===== src/rtl/i2c7s_pkg.sv =====
// ----------------------------------------------------------------------------
// i2c7s_pkg
// Shared types, constants and lookup functions of the seven-segment scanner.
// ----------------------------------------------------------------------------
`default_nettype none

package i2c7s_pkg;

    localparam int DIGITS_DEFAULT = 4;
    localparam int MAX_DIGITS     = 5;
    localparam int WORD_W         = 16;
    localparam int BYTE_W         = 8;
    localparam int SEG_W          = 7;
    localparam int EN_W           = 4;
    localparam int DIGIT_W        = 4;
    localparam int POS_W          = 3;
    localparam int RECIP_W        = 17;
    localparam int SHIFT_W        = 5;
    localparam int PROD_W         = WORD_W + RECIP_W;
    localparam int DIV10_PROD_W   = 2 * WORD_W;
    localparam int APB_ADDR_W     = 2;
    localparam int APB_DATA_W     = 32;

    localparam logic [WORD_W-1:0]     DIV10_MULT  = 16'd52429;
    localparam logic [SHIFT_W-1:0]    DIV10_SHIFT = 5'd19;
    localparam logic [DIGIT_W-1:0]    RADIX       = 4'd10;

    localparam logic [APB_ADDR_W-1:0] ADDR_INVERT_SEGMENTS = 2'd0;

    typedef enum logic
    {
        KIND_BYTE = 1'b0,
        KIND_TICK = 1'b1
    } item_kind_t;

    typedef struct packed
    {
        item_kind_t        kind;
        logic [BYTE_W-1:0] rx_byte;
    } scan_in_t;

    typedef struct packed
    {
        logic [SEG_W-1:0] segments;
        logic [EN_W-1:0]  digit_enable;
    } scan_out_t;

    // Reciprocal of the power of ten for each digit position. The product
    // shifted right gives the exact quotient for every 16-bit word.
    function automatic logic [RECIP_W-1:0] recip_mult(input logic [POS_W-1:0] pos);
        logic [RECIP_W-1:0] m;
        begin
            unique case (pos)
                3'd0:    m = 17'd1;
                3'd1:    m = 17'd52429;
                3'd2:    m = 17'd83887;
                3'd3:    m = 17'd67109;
                3'd4:    m = 17'd107375;
                default: m = 17'd0;
            endcase
            return m;
        end
    endfunction

    function automatic logic [SHIFT_W-1:0] recip_shift(input logic [POS_W-1:0] pos);
        logic [SHIFT_W-1:0] s;
        begin
            unique case (pos)
                3'd0:    s = 5'd0;
                3'd1:    s = 5'd19;
                3'd2:    s = 5'd23;
                3'd3:    s = 5'd26;
                3'd4:    s = 5'd30;
                default: s = 5'd0;
            endcase
            return s;
        end
    endfunction

    // Segment a is bit 6, segment g is bit 0.
    function automatic logic [SEG_W-1:0] seg_pattern(input logic [DIGIT_W-1:0] digit);
        logic [SEG_W-1:0] p;
        begin
            unique case (digit)
                4'd0:    p = 7'b1111110;
                4'd1:    p = 7'b0110000;
                4'd2:    p = 7'b1101101;
                4'd3:    p = 7'b1111001;
                4'd4:    p = 7'b0110011;
                4'd5:    p = 7'b1011011;
                4'd6:    p = 7'b1011111;
                4'd7:    p = 7'b1110000;
                4'd8:    p = 7'b1111111;
                4'd9:    p = 7'b1111011;
                default: p = 7'b0000000;
            endcase
            return p;
        end
    endfunction

endpackage

`default_nettype wire


===== src/rtl/i2c_word_seven_segment_scanner.sv =====
// Pipeline: a tick transaction passes in turn through the snapshot, quotient
// and result registers before it shows on out_valid; byte transactions give
// no result. One transaction per cycle unless out_ready stalls, set by the
// three registers (snapshot, quotient multiply, remainder and segment decode).
// Reset: rst_n is asynchronous and clears the word, the byte phase, the scan
// position, the invert register and all valid flags.
// ----------------------------------------------------------------------------
// i2c_word_seven_segment_scanner
// Assembles a 16-bit display word from received bytes and returns the segment
// pattern and digit enable of one decimal digit for each scan tick.
// ----------------------------------------------------------------------------
`default_nettype none

module i2c_word_seven_segment_scanner #(
    parameter int DIGITS = i2c7s_pkg::DIGITS_DEFAULT
) (
    input  wire logic                                 clk,
    input  wire logic                                 rst_n,

    input  wire logic                                 in_valid,
    output logic                                      in_ready,
    input  wire i2c7s_pkg::scan_in_t                  in_data,

    output logic                                      out_valid,
    input  wire logic                                 out_ready,
    output i2c7s_pkg::scan_out_t                      out_data,

    input  wire logic                                 psel,
    input  wire logic                                 penable,
    input  wire logic                                 pwrite,
    input  wire logic [i2c7s_pkg::APB_ADDR_W-1:0]     paddr,
    input  wire logic [i2c7s_pkg::APB_DATA_W-1:0]     pwdata,
    output logic      [i2c7s_pkg::APB_DATA_W-1:0]     prdata,
    output logic                                      pready
);

    import i2c7s_pkg::*;

    localparam int IDX_W = (DIGITS > 1) ? $clog2(DIGITS) : 1;
    localparam logic [IDX_W-1:0] LAST_IDX = IDX_W'(DIGITS - 1);

    logic                  invert_reg,   invert_next;
    logic [WORD_W-1:0]     word_reg,     word_next;
    logic [BYTE_W-1:0]     held_reg,     held_next;
    logic                  phase_reg,    phase_next;
    logic [IDX_W-1:0]      idx_reg,      idx_next;

    logic                  s1_valid_reg, s1_valid_next;
    logic [WORD_W-1:0]     s1_word_reg;
    logic [IDX_W-1:0]      s1_pos_reg;
    logic                  s1_inv_reg;

    logic                  s2_valid_reg, s2_valid_next;
    logic [WORD_W-1:0]     s2_q_reg;
    logic [IDX_W-1:0]      s2_pos_reg;
    logic                  s2_inv_reg;

    logic                  out_valid_reg, out_valid_next;
    scan_out_t             out_data_reg;

    logic                  in_fire;
    logic                  tick_fire;
    logic                  byte_fire;
    logic                  out_free;
    logic                  s2_free;
    logic                  s1_free;
    logic                  cfg_write;

    logic [PROD_W-1:0]       quot_prod;
    logic [WORD_W-1:0]       quot_calc;
    logic [DIV10_PROD_W-1:0] div10_prod;
    logic [WORD_W-1:0]       div10_calc;
    logic [WORD_W-1:0]       rem_calc;
    logic [DIGIT_W-1:0]      digit_calc;
    scan_out_t               result_calc;

    assign out_free  = !out_valid_reg || out_ready;
    assign s2_free   = !s2_valid_reg || out_free;
    assign s1_free   = !s1_valid_reg || s2_free;
    assign in_ready  = s1_free;
    assign in_fire   = in_valid && in_ready;
    assign tick_fire = in_fire && (in_data.kind == KIND_TICK);
    assign byte_fire = in_fire && (in_data.kind == KIND_BYTE);

    assign cfg_write = psel && penable && pwrite && pready;
    assign pready    = 1'b1;
    assign prdata    = (paddr == ADDR_INVERT_SEGMENTS) ?
                       APB_DATA_W'(invert_reg) : '0;

    assign out_valid = out_valid_reg;
    assign out_data  = out_data_reg;

    always_comb
    begin
        invert_next = invert_reg;
        word_next   = word_reg;
        held_next   = held_reg;
        phase_next  = phase_reg;
        idx_next    = idx_reg;

        if (cfg_write && (paddr == ADDR_INVERT_SEGMENTS))
        begin
            invert_next = pwdata[0];
        end

        if (byte_fire)
        begin
            if (!phase_reg)
            begin
                held_next  = in_data.rx_byte;
                phase_next = 1'b1;
            end
            else
            begin
                word_next  = {held_reg, in_data.rx_byte};
                phase_next = 1'b0;
            end
        end

        if (tick_fire)
        begin
            idx_next = (idx_reg == LAST_IDX) ? '0 : idx_reg + 1'b1;
        end

        s1_valid_next  = tick_fire || (s1_valid_reg && !s2_free);
        s2_valid_next  = (s1_valid_reg && s2_free) || (s2_valid_reg && !out_free);
        out_valid_next = (s2_valid_reg && out_free) || (out_valid_reg && !out_ready);
    end

    always_comb
    begin
        quot_prod  = PROD_W'(s1_word_reg) * PROD_W'(recip_mult(POS_W'(s1_pos_reg)));
        quot_calc  = WORD_W'(quot_prod >> recip_shift(POS_W'(s1_pos_reg)));

        div10_prod = DIV10_PROD_W'(s2_q_reg) * DIV10_PROD_W'(DIV10_MULT);
        div10_calc = WORD_W'(div10_prod >> DIV10_SHIFT);
        rem_calc   = s2_q_reg - ((div10_calc << 3) + (div10_calc << 1));
        digit_calc = rem_calc[DIGIT_W-1:0];

        result_calc.segments = seg_pattern(digit_calc) ^ {SEG_W{s2_inv_reg}};
        if (POS_W'(s2_pos_reg) < POS_W'(EN_W))
        begin
            result_calc.digit_enable = EN_W'(1'b1) << s2_pos_reg;
        end
        else
        begin
            result_calc.digit_enable = '0;
        end
    end

    always_ff @(posedge clk or negedge rst_n)
    begin
        if (!rst_n)
        begin
            invert_reg    <= 1'b0;
            word_reg      <= '0;
            held_reg      <= '0;
            phase_reg     <= 1'b0;
            idx_reg       <= '0;
            s1_valid_reg  <= 1'b0;
            s2_valid_reg  <= 1'b0;
            out_valid_reg <= 1'b0;
        end
        else
        begin
            invert_reg    <= invert_next;
            word_reg      <= word_next;
            held_reg      <= held_next;
            phase_reg     <= phase_next;
            idx_reg       <= idx_next;
            s1_valid_reg  <= s1_valid_next;
            s2_valid_reg  <= s2_valid_next;
            out_valid_reg <= out_valid_next;
        end
    end

    always_ff @(posedge clk)
    begin
        if (tick_fire)
        begin
            s1_word_reg <= word_reg;
            s1_pos_reg  <= idx_reg;
            s1_inv_reg  <= invert_reg;
        end
        if (s1_valid_reg && s2_free)
        begin
            s2_q_reg   <= quot_calc;
            s2_pos_reg <= s1_pos_reg;
            s2_inv_reg <= s1_inv_reg;
        end
        if (s2_valid_reg && out_free)
        begin
            out_data_reg <= result_calc;
        end
    end

    scan_index_in_range: assert property (@(posedge clk) disable iff (!rst_n)
        idx_reg <= LAST_IDX)
        else $error("Scan position ran past the last digit.");

    second_byte_builds_word: assert property (@(posedge clk) disable iff (!rst_n)
        byte_fire && phase_reg |=> word_reg == {$past(held_reg), $past(in_data.rx_byte)})
        else $error("Second byte did not complete the display word.");

    byte_keeps_scan: assert property (@(posedge clk) disable iff (!rst_n)
        byte_fire |=> $stable(idx_reg))
        else $error("A byte transaction moved the scan position.");

    remainder_is_decimal: assert property (@(posedge clk) disable iff (!rst_n)
        s2_valid_reg |-> digit_calc < RADIX)
        else $error("Decimal digit extraction gave a value above nine.");

    result_enable_onehot: assert property (@(posedge clk) disable iff (!rst_n)
        out_valid_reg |-> $onehot0(out_data_reg.digit_enable))
        else $error("Digit enable of a result is not one-hot.");

endmodule

`default_nettype wire

===== config.mk =====
export PLATFORM = sky130hd
export DESIGN_NAME = i2c_word_seven_segment_scanner
export DESIGN_NICKNAME = d
export VERILOG_FILES = /design/src/rtl/i2c7s_pkg.sv /design/src/rtl/i2c_word_seven_segment_scanner.sv
export SDC_FILE = /design/constraint.sdc
export NUM_CORES = 1
export LEC_CHECK = 0
export ABC_AREA = 1
export BUFFER_PORTS_ARGS = -buffer_cell sky130_fd_sc_hd__clkbuf_2
export CAP_MARGIN = 10
export CORE_MARGIN = 3
export CORE_UTILIZATION = 45
export DETAILED_ROUTE_END_ITERATION = 8
export GPL_TIMING_DRIVEN = 0
export PLACE_DENSITY = 0.6
export SLEW_MARGIN = 25
export SYNTH_ARGS = -nofsm -noshare
export SYNTH_HDL_FRONTEND = slang
export SYNTH_SLANG_ARGS = --single-unit

===== constraint.sdc =====
create_clock -name clk -period 6.95 [get_ports clk]
set_input_delay 0.695 -clock clk [delete_from_list [all_inputs] [get_ports clk]]
set_output_delay 0.695 -clock clk [all_outputs]
set_load 0.1 [all_outputs]

==> results summary, run 1 <==
The number of global-route vias before repair came to approximately 14000. In this run the worst path has a maximum fanout of 8. The worst endpoint data arrival time is a little under 7000 ps. The transition time of the tightest slew-check pin came out at about 900 ps. The die area is between 0.03 and 0.04 sq mm. The total placed instance area is around 0.018 sq mm. The final routed wire length divided by cell count is approximately 17 microns. Detailed routing inserted a total of 13533 vias.

The library cell used as clock root buffer is clkbuf_16. Setup repair after global routing could not meet its margin everywhere. The critical path required time is 7040 ps. Among all stages on the critical path, the largest delay is contributed by fa_1. The Yosys step of the flow raised 0 warnings. The fraction of registers with async set/reset is between 30% and 40%.

The most common library cell in the layout ignoring fill and taps is inv_1. Each instance of the synthesized netlist takes up on average 7.83 sq um. Among the stages of the critical path, the cell type that occurs most often is fa_1. In this run the critical register-to-register path is launched from s1_pos_reg[1]$_DFFE_PP_. The number of nets still failing antenna checks after routing came out at 0. The min-delay analysis places its worst path in the category input port to async pin.

The global-route usage over all layers came out at about a quarter. Of all cell types, the one taking the most synthesized area is fa_1. The area of the placeable core is around 0.036 sq mm. The maximum level of the CTS H-tree came out at 3.

The insertion delay to the later sink of the worst-skew pair came out at approximately 360 ps. The first-pass GRT wire length is 72500 microns. The number of instances in the synthesized netlist is 2131. The number of distinct standard cells referenced by the synthesized netlist came out at 42. In this run the critical register-to-register path is captured at s2_q_reg[10]$_DFFE_PP_. The minimum setup slack among reg-to-reg paths came out at ~170 ps. The net count of the finished layout is about 2700. Summing all non-filler instances in the final layout gives an area of 0.0192 sq mm. The largest stage delay on the critical path came out at 550 ps. The nature of the critical path endpoint is a flop. The final hold violation count came out at 0.

Clock-pin slew was measured on the worst setup and hold paths at 60 ps. The number of buffers on the longest clock path is 2. The ratio of cells with drive above 1 in the final layout is 16.9%. In this run, CTS created clock tree buffers numbering 9. The total count of max-transition violations in the final report came out at 0. The first TritonRoute pass finished after 5 iterations. Counting every sink on the clock net gives 80. After detailed routing, the total wire length is ~46000 microns.

The number of synthesized flops with an enable pin is just under 50. The maximum number of pins on one net before global-route repair came out at 32. The flip-flop and latch count after synthesis is 80. In the layout the commonest cells are inv_1, nand2_1, ha_1.

TritonCTS built the clock tree. The source of the critical timing path is s1_pos_reg[1]$_DFFE_PP_. STA classifies the critical path startpoint as a flop. The initial core utilization is 46.2%. The max-capacitance violation count came out at 0. 0 antenna diodes ended up in the layout.

The die is 199 microns tall. The depth of the worst register-to-register path came out at 31. The number of I/O port buffers came out at 32.

For this run, the leading register cell type out of synthesis is edfxtp_1. The smallest clock period supported by the final layout is computed as 6780 ps. The area growth from synthesis to layout came out at 15.0%. The number of ports placed on the die boundary came out at 96.

Following the worst setup path forward leads to its endpoint at s2_q_reg[10]$_DFFE_PP_. The share of the Yosys chip area taken by registers is approximately 13%. The width of the die came out at 199 microns.

The routability congestion estimate came out at just under 1. The setup path with the least slack is of type flop to flop. The worst hold slack is ~400 ps. In the routed design, unresolved DRC markers number 0. After layout, the worst path uses approximately 97% of the clock period. The final count of negative-setup-slack endpoints came out at 0. The floorplan has between 60 and 70 rows. Sorting the synthesized cells by area gives the leading types as fa_1, ha_1, inv_1, nand2_1, edfxtp_1. The final worst clock skew is 17.3 ps. The flow ran to the end, and the final reports show no timing, DRC or antenna violations. The share of synthesized area in the top cell type comes to 26.6%. The highest clock frequency the design can meet is 0.148 GHz. Detailed placement finished with a half-perimeter wire length of approximately 40000 microns. The total instance count after detailed placement came out at ~2700. The mapped cell area came out at between 0.015 and 0.02 sq mm. The layout filler cell count is around 3500. The number of antenna violations at the first check in global routing came out at 0. The relative max-transition margin is approximately two fifths. Using the TritonRoute via totals, the vias-per-cell ratio works out to 5.02. Leaving out filler cells and counting taps, the final layout contains about 2700. The leftover overflow at the end of global routing came out at 0. The violation count after the first detailed-route iteration came out at ~760.
## cell usage after synthesis, types with 8 or more instances
cell type	n
a21oi_1	33
buf_1	9
buf_4	32
clkbuf_1	23
dfrtp_1	31
edfxtp_1	49
fa_1	222
ha_1	241
inv_1	568
mux2_2	16
nand2_1	452
nand2_2	8
nand3_1	236
nand3b_1	12
nand4_1	25
nor2_1	76
o21ai_0	24
xnor2_1	8
xor2_1	12
## per-layer routing
layer	track usage, %	vias up	routed length [microns]
met1	31.8	6478	20000
met2	41.1	340	22500
met3	3.00	68	2280
met5	0	-	0
li1	-	6647	-
met4	5.08	0	1180
## worst max-delay path: cells and delay by family, from the launching register on
family | cells | cell delay, ps
buffers and inverters | 10 | 1050
DFF | 1 | 430
adders and majority gates | 8 | 3560
and+or+nand+nor | 11 | 1200
AOI/OAI and AO/OA | 2 | 250
## worst min path at each step
stage	from	end	slack [ps]
4_1_cts	rst_n	word_reg[0]$_DFFE_PN0P_	420
5_1_grt	s1_inv_reg$_DFFE_PP_	s2_inv_reg$_DFFE_PP_	430
3_5_place_dp	s1_inv_reg$_DFFE_PP_	s2_inv_reg$_DFFE_PP_	420
2_1_floorplan	rst_n	held_reg[0]$_DFFE_PN0P_	400
3_3_place_gp	s1_inv_reg$_DFFE_PP_	s2_inv_reg$_DFFE_PP_	410
6_report	rst_n	held_reg[2]$_DFFE_PN0P_	410
## cell families after synthesis
kind of cell             count (synthesis)  share of synthesized area, %
buffers and inverters                  643                          15.3
flip-flops                              80                          13.5
AND/OR/NAND/NOR                        831                          21.7
other                                    2                        0.0450
multiplexers                            16                          1.08
AO/OA/AOI/OAI                           75                          2.51
XOR/XNOR                                21                          1.15
adder cells (fa/ha/maj)                463                          44.7
## stage by stage
stage                     TNS (ps)  setup slack, ps  utilization, %
final                            0              175            53.2
after global placement      -28280            -1870            48.6
after detailed placement    -28210            -1860            48.6
after floorplan                  0             47.9               -
after CTS                        0             1.05            51.6
after global routing          -163            -30.3            53.2
## cell type report
cell class | instances | area [sq um] | share of cell area, %
Sequential cell | 80 | 2250 | 11.7
Clock buffer | 11 | 264 | 1.38
Timing Repair Buffer | 64 | 422 | 2.20
Inverter | 571 | 2150 | 11.2
Multi-Input combinational cell | 1438 | 13000 | 67.7
Buffer | 65 | 494 | 2.58
Clock inverter | 5 | 43.8 | 0.228
Tap cell | 461 | 577 | 3.01
## timing repair
| action | 4_1_cts | 5_1_grt |
|---|---|---|
| gates cloned | 0 | 1 |
| buffers inserted | 14 | 17 |
| hold buffers | 0 | 0 |
| pin swaps | 37 | 60 |
| endpoints found under the hold margin | 0 | 0 |
| setup endpoints to repair | 16 | 16 |
| resized for setup | 165 | 127 |
Power of run 1 is left out: the tool's default activity adds up to more than one toggle a clock period on the data nets, which glitch-free logic cannot reach.
==> run 2, diff against run 1 <==
- clock period: 6.95 -> 6.1 ns (I/O delays scaled with it)
==> results summary, run 2 (synthesis gave the netlist of run 1 again) <==
On the critical path, the stage with the largest delay is an instance of fa_1. From bottom edge to top edge, the die measures between 150 and 200 microns. The run finished, with violations left. The maximum number of pins on one net before global-route repair is 32. In this run the worst setup path begins at s1_pos_reg[1]$_DFFE_PP_. The insertion delay to the later sink of the worst-skew pair is approximately 360 ps. The critical path required time came out at 6190 ps. The die area is 0.0394 sq mm.

The detail route stage leaves a number of antenna-violating nets equal to 0. The largest fanout of any net on the critical path is 5. The clock transition at the register clock pins on the worst setup and hold paths after CTS is 80 ps. The most common library cell in the layout ignoring fill and taps is inv_1. The final net count is between 2000 and 3000. The number of ports placed on the die boundary is between 90 and 100. The summed area of non-filler cells in the final layout is slightly above 0.02 sq mm. The post-route non-filler standard cell count came out at ~2800. The length of the first detailed-routing pass in iterations is 5. For this run, design rule violations remaining after detail routing come to 0. The site row count came out at 69. In this run the worst hold path is classified as input port to async pin. The total count of max-transition violations in the final report was 0.

The worst setup path is launched from a flop. The initial core utilization is 46.2%. The largest stage delay on the critical path is 580 ps. The worst setup path is captured at a flop.

Setup repair after global routing could not meet its margin everywhere. The final worst clock skew came out at 21.1 ps. The worst register-to-register path begins at s1_pos_reg[1]$_DFFE_PP_. The endpoint identified for the worst register-to-register timing path is s2_q_reg[0]$_DFFE_PP_. The maximum level of the CTS H-tree is 3. The minimum setup slack among reg-to-reg paths came out at -480 ps. At the end of routability-driven placement, the weighted congestion stood at between 0.9 and 1.

The violation count after the first detailed-route iteration came out at 958. The total instance count after detailed placement came out at between 2000 and 3000. The wire-length estimate of the detail-placed layout is between 30000 and 40000 microns.

The clock passes through at most 2 buffers. The routed via count is approximately 14000. In the layout the commonest cells are inv_1, nand2_1, fa_1. The number of inserted diodes is 0.

The max-capacitance violation count is 0. The count of buffers added on input and output ports is 32. Global routing finished with a remaining overflow of 0. Static timing analysis puts the maximum clock frequency at approximately 0.15 GHz. Dividing the detail-routed via count by the number of cells gives between 5 and 6. The transition time of the tightest slew-check pin is about 880 ps.

The layout filler cell count is around 3300. The quantity of hold-fixing buffers added after cts came out at 0. Across every metal layer, demand over resource in global routing totals approximately 25%. Summing all multi-input logic gate instances after layout gives about 0.014 sq mm.

The first global-routing pass estimated about 76000 microns of wire. The worst path setup slack after routing came out at -476 ps. After detailed routing, the average wire length per cell comes to 17.6 microns. The sum of negative setup slack is -6850 ps. The number of cells on the worst reg-to-reg path is 33.

The number of sinks handled by clock tree synthesis is 80. The worst slack at placement came out at -1960 ps. In the final layout, the share of cells above drive strength 1 is a little over a quarter.

The final count of negative-setup-slack endpoints came out at 16. The final hold violation count came to 0. The relative max-transition margin is 41.6%. The register area came out at ~0.0022 sq mm. The final wirelength came out at 48500 microns. The number of global-route vias before repair is 14431.

The worst endpoint data arrival time came out at 6660 ps. The total placed instance area is between 0.015 and 0.02 sq mm. The number of antenna violations at the first check in global routing is 0. From synthesis to final layout, the design area changed by 24.0%. The clock buffer count from CTS is 9.

The width of the die came out at ~200 microns. The library cell used as clock root buffer is clkbuf_16. The final reports fail on negative setup slack. The category of the most critical setup path is flop to flop. The floorplan step defined a core boundary enclosing ~0.036 sq mm. In this design, the critical path's most frequently occurring cell is fa_1. Of the available clock period, the critical path in the final layout requires 108%. TritonCTS built the clock tree. The clock period minus final worst setup slack is between 6000 and 7000 ps.
run 2: cell types whose count changed in the layout (fill, tap and decap cells not counted), moves of 11 or more:
cell     before  now
nand2_2      45   90
nand2_1     406  345
inv_1       554  533
nand2_4       9   24
nand3_4       4   17
ha_1        223  201
ha_4         15   34
nand3_1     153  117
nand3_2      81  104
inv_2        13   29
buf_4        63  106
nor2_4       10   21
run 2: how the worst max path moves through the flow:
stage | endpoint | slack [ps] | cells past startpoint
floorplan | s2_q_reg[15]$_DFFE_PP_ | -290 | 37
global placement | s2_q_reg[8]$_DFFE_PP_ | -1930 | 32
detailed placement | s2_q_reg[8]$_DFFE_PP_ | -1960 | 32
CTS | s2_q_reg[15]$_DFFE_PP_ | -580 | 36
global route | s2_q_reg[0]$_DFFE_PP_ | -690 | 33
finish | s2_q_reg[0]$_DFFE_PP_ | -480 | 33
run 2: cell type report:
| class | count | area share, % |
|---|---|---|
| Multi-Input combinational cell | 1438 | 67.3 |
| Clock inverter | 7 | 0.315 |
| Timing Repair Buffer | 122 | 4.58 |
| Sequential cell | 80 | 10.9 |
| Buffer | 65 | 2.54 |
| Clock buffer | 9 | 1.09 |
| Inverter | 571 | 10.5 |
| Tap cell | 461 | 2.79 |
run 2: metal layers:
metal  global-route usage [%]  vias up  wire [microns]  part of all wire [%]
met5                        0        -               0                     0
met4                     5.60        0            1210                   2.5
met3                     2.49       66            1790                   3.7
met2                     42.8      336           23900                    49
met1                     34.1     6776           21600                    44
li1                         -     6774               -                     -
run 2: critical path, delay by kind of cell, from the launching register on:
family          cells  cell delay (ps)
fa+ha+maj           8             3520
simple gates       13             1320
buf+inv            11              940
flops               1              380
compound gates      1              150
run 2: repair_timing:
| item | 4_1_cts | 5_1_grt |
|---|---|---|
| gates cloned | 2 | 2 |
| endpoints found under the setup margin | 23 | 23 |
| buffers inserted | 55 | 31 |
| gates resized for setup | 234 | 217 |
| pin swaps | 75 | 124 |
run 2: stage by stage:
step                hold WS, ps  utilization [%]
global placement            411             49.6
global route                346             57.3
CTS                         325             54.3
finish                      308             57.3
detailed placement          411             49.6
floorplan                   314                -
Power of run 2 is left out for the same reason.
==> run 3, diff against run 2 <==
- CORE_ASPECT_RATIO: unset -> 0.6
- CORE_MARGIN: 3 -> 1.5
- CORE_UTILIZATION: 45 -> 58
- PLACE_DENSITY: 0.6 -> 0.75
==> results summary, run 3 (synthesis gave the netlist of run 1 again) <==
The flow ran to the end, but the final reports show violations. The register area came out at 0.00225 sq mm. From left edge to right edge, the die measures between 200 and 250 microns. The number of buffers on the longest clock path is 2. The final reports fail on negative setup slack.

The most common library cell in the layout ignoring fill and taps is inv_1. In the final layout, the share of cells above drive strength 1 is between 20% and 30%. The transition time of the tightest slew-check pin is between 1000 and 1500 ps. Before antenna repair, the detailed router went through 5 iterations.

Once routing completed, OpenROAD measured the worst setup slack at -509 ps. The maximum number of pins on one net before global-route repair came out at 32. Based on the critical path, the design can be clocked at up to around 0.15 GHz. The footprint of the multi-input gates is between 0.01 and 0.015 sq mm. For this design, the slowest cell found on the critical path is fa_2. The final hold violation count is 0. Routability-driven placement finished with a final weighted congestion of about 1.0. The maximum level of the CTS H-tree came out at 3. The clock net in this run drives a total of 80 sinks. Buffers inserted during clock tree synthesis total 9.

The die area came out at 0.0298 sq mm. The initial core utilization is about three fifths. The global routing usage on met2 came out at 45.3%. The routed via count is 14931. The final standard cell utilization of the core came out at 73.0%. The number of I/O port buffers came out at 32. The layout filler cell count is 2084. The class of the worst hold path is input port to async pin. Setup repair after global routing could not meet its margin everywhere. The met1 layer usage reported by global route is a little over half. The number of antenna violations at the first check in global routing was 0. The clock transition at the register clock pins on the worst setup and hold paths after CTS came out at around 80 ps. The area of the placeable core came out at 0.0279 sq mm. The final routed wire length divided by cell count came out at ~20 microns. The final critical path takes up 108% of the cycle. The final wirelength is ~54000 microns. 0 antenna diodes ended up in the layout.

The routing layer with the top usage in global route is met1. Row generation in the floorplan step produced 47 rows. The largest stage delay on the critical path came out at 590 ps. STA classifies the critical path startpoint as a flop. Max-cap violations in this run came to 0. The quantity of hold-fixing buffers added after cts came out at 0.

The residual DRC count came out at 0. The total overflow left after global routing is 0. Across every metal layer, demand over resource in global routing totals approximately 36%. The worst endpoint data arrival time came out at 6730 ps.

The violation count after the first detailed-route iteration is 1762. The final net count is between 2000 and 3000. For this design the top-level I/O count stands at between 90 and 100. The total count of max-transition violations in the final report came to 0.

Of all nets on the critical path, the largest fanout is 6. The post-detailed-placement half-perimeter wirelength is approximately 43000 microns. The global routing usage on met3 is 18.2%. STA classifies the critical path endpoint as a flop. The critical path required time is a little over 6000 ps. In this run the remaining antenna-violating nets after routing total 0.

The TritonCTS clock tree is yes. The final count of negative-setup-slack endpoints is 23. Compared with the post-synthesis result, the final layout area differs by 22.2%. The routed design could run at a clock period as short as approximately 6600 ps. The first global-routing pass estimated about 80000 microns of wire. The top cell types in the final layout, fill and taps aside, are inv_1, nand2_1, fa_1. The category of the most critical setup path is flop to flop. Measured against its own limit, the worst slew margin works out to between 20% and 30%. Clock tree synthesis selected as its root buffer the cell clkbuf_16. The number of global-route vias before repair came out at ~15000. The ratio of routed vias to standard cells came out at approximately 5.6. The vertical die dimension is 134 microns. The final worst clock skew is about 6.2 ps. The insertion delay to the later sink of the worst-skew pair is roughly 370 ps.
-- run 3: worst max-delay path, delay by kind of cell (launching register included) --
kind,cells,cell delay [ps]
fa+ha+maj,8,3580
flops,1,400
buf+inv,10,900
simple gates,13,1470
-- run 3: layout make-up --
type / count / share of cell area (%)
buffer: 65 / 2.54
clock buffer: 9 / 1.11
clock inverter: 7 / 0.424
inverter: 571 / 10.6
multi-input combinational: 1438 / 67.8
sequential: 80 / 11.0
tap: 367 / 2.25
timing repair buffer: 111 / 4.21
-- run 3: timing repair --
action | 4_1_cts | 5_1_grt
buffers inserted | 48 | 27
cloned | 2 | 1
resized for setup | 198 | 214
pin swaps | 87 | 154
setup endpoints to repair | 23 | 23
-- run 3: per-stage QoR --
stage	TNS (ps)	setup WS [ps]	area (sq um)	cells	hold WS [ps]
2_1_floorplan	-4090	-295	17200	2161	314
3_3_place_gp	-27840	-1740	17800	2560	416
3_5_place_dp	-29200	-1770	17800	2561	419
4_1_cts	-8890	-571	19300	2623	333
5_1_grt	-12410	-706	20400	2648	384
6_report	-8110	-509	20400	2648	301
-- run 3: metal layers --
layer / vias up / wire (microns)
met1: 7205 / 24200
met4: 8 / 411
met3: 55 / 9200
li1: 6766 / -
met2: 897 / 19800
met5: - / 174
-- run 3: final timing paths --
kind | from | endpoint | slack, ps | cells past startpoint
max in group asynchronous | rst_n | word_reg[8]$_DFFE_PN0P_ | 5310 | 1
setup / recovery | s1_pos_reg[1]$_DFFE_PP_ | s2_q_reg[1]$_DFFE_PP_ | -510 | 31
hold reg to reg | s1_inv_reg$_DFFE_PP_ | s2_inv_reg$_DFFE_PP_ | 430 | 0
setup reg to reg | s1_pos_reg[1]$_DFFE_PP_ | s2_q_reg[1]$_DFFE_PP_ | -510 | 31
min in group clk | s1_inv_reg$_DFFE_PP_ | s2_inv_reg$_DFFE_PP_ | 430 | 0
hold / removal | rst_n | s2_valid_reg$_DFF_PN0_ | 300 | 1
Power of run 3 is left out for the same reason.
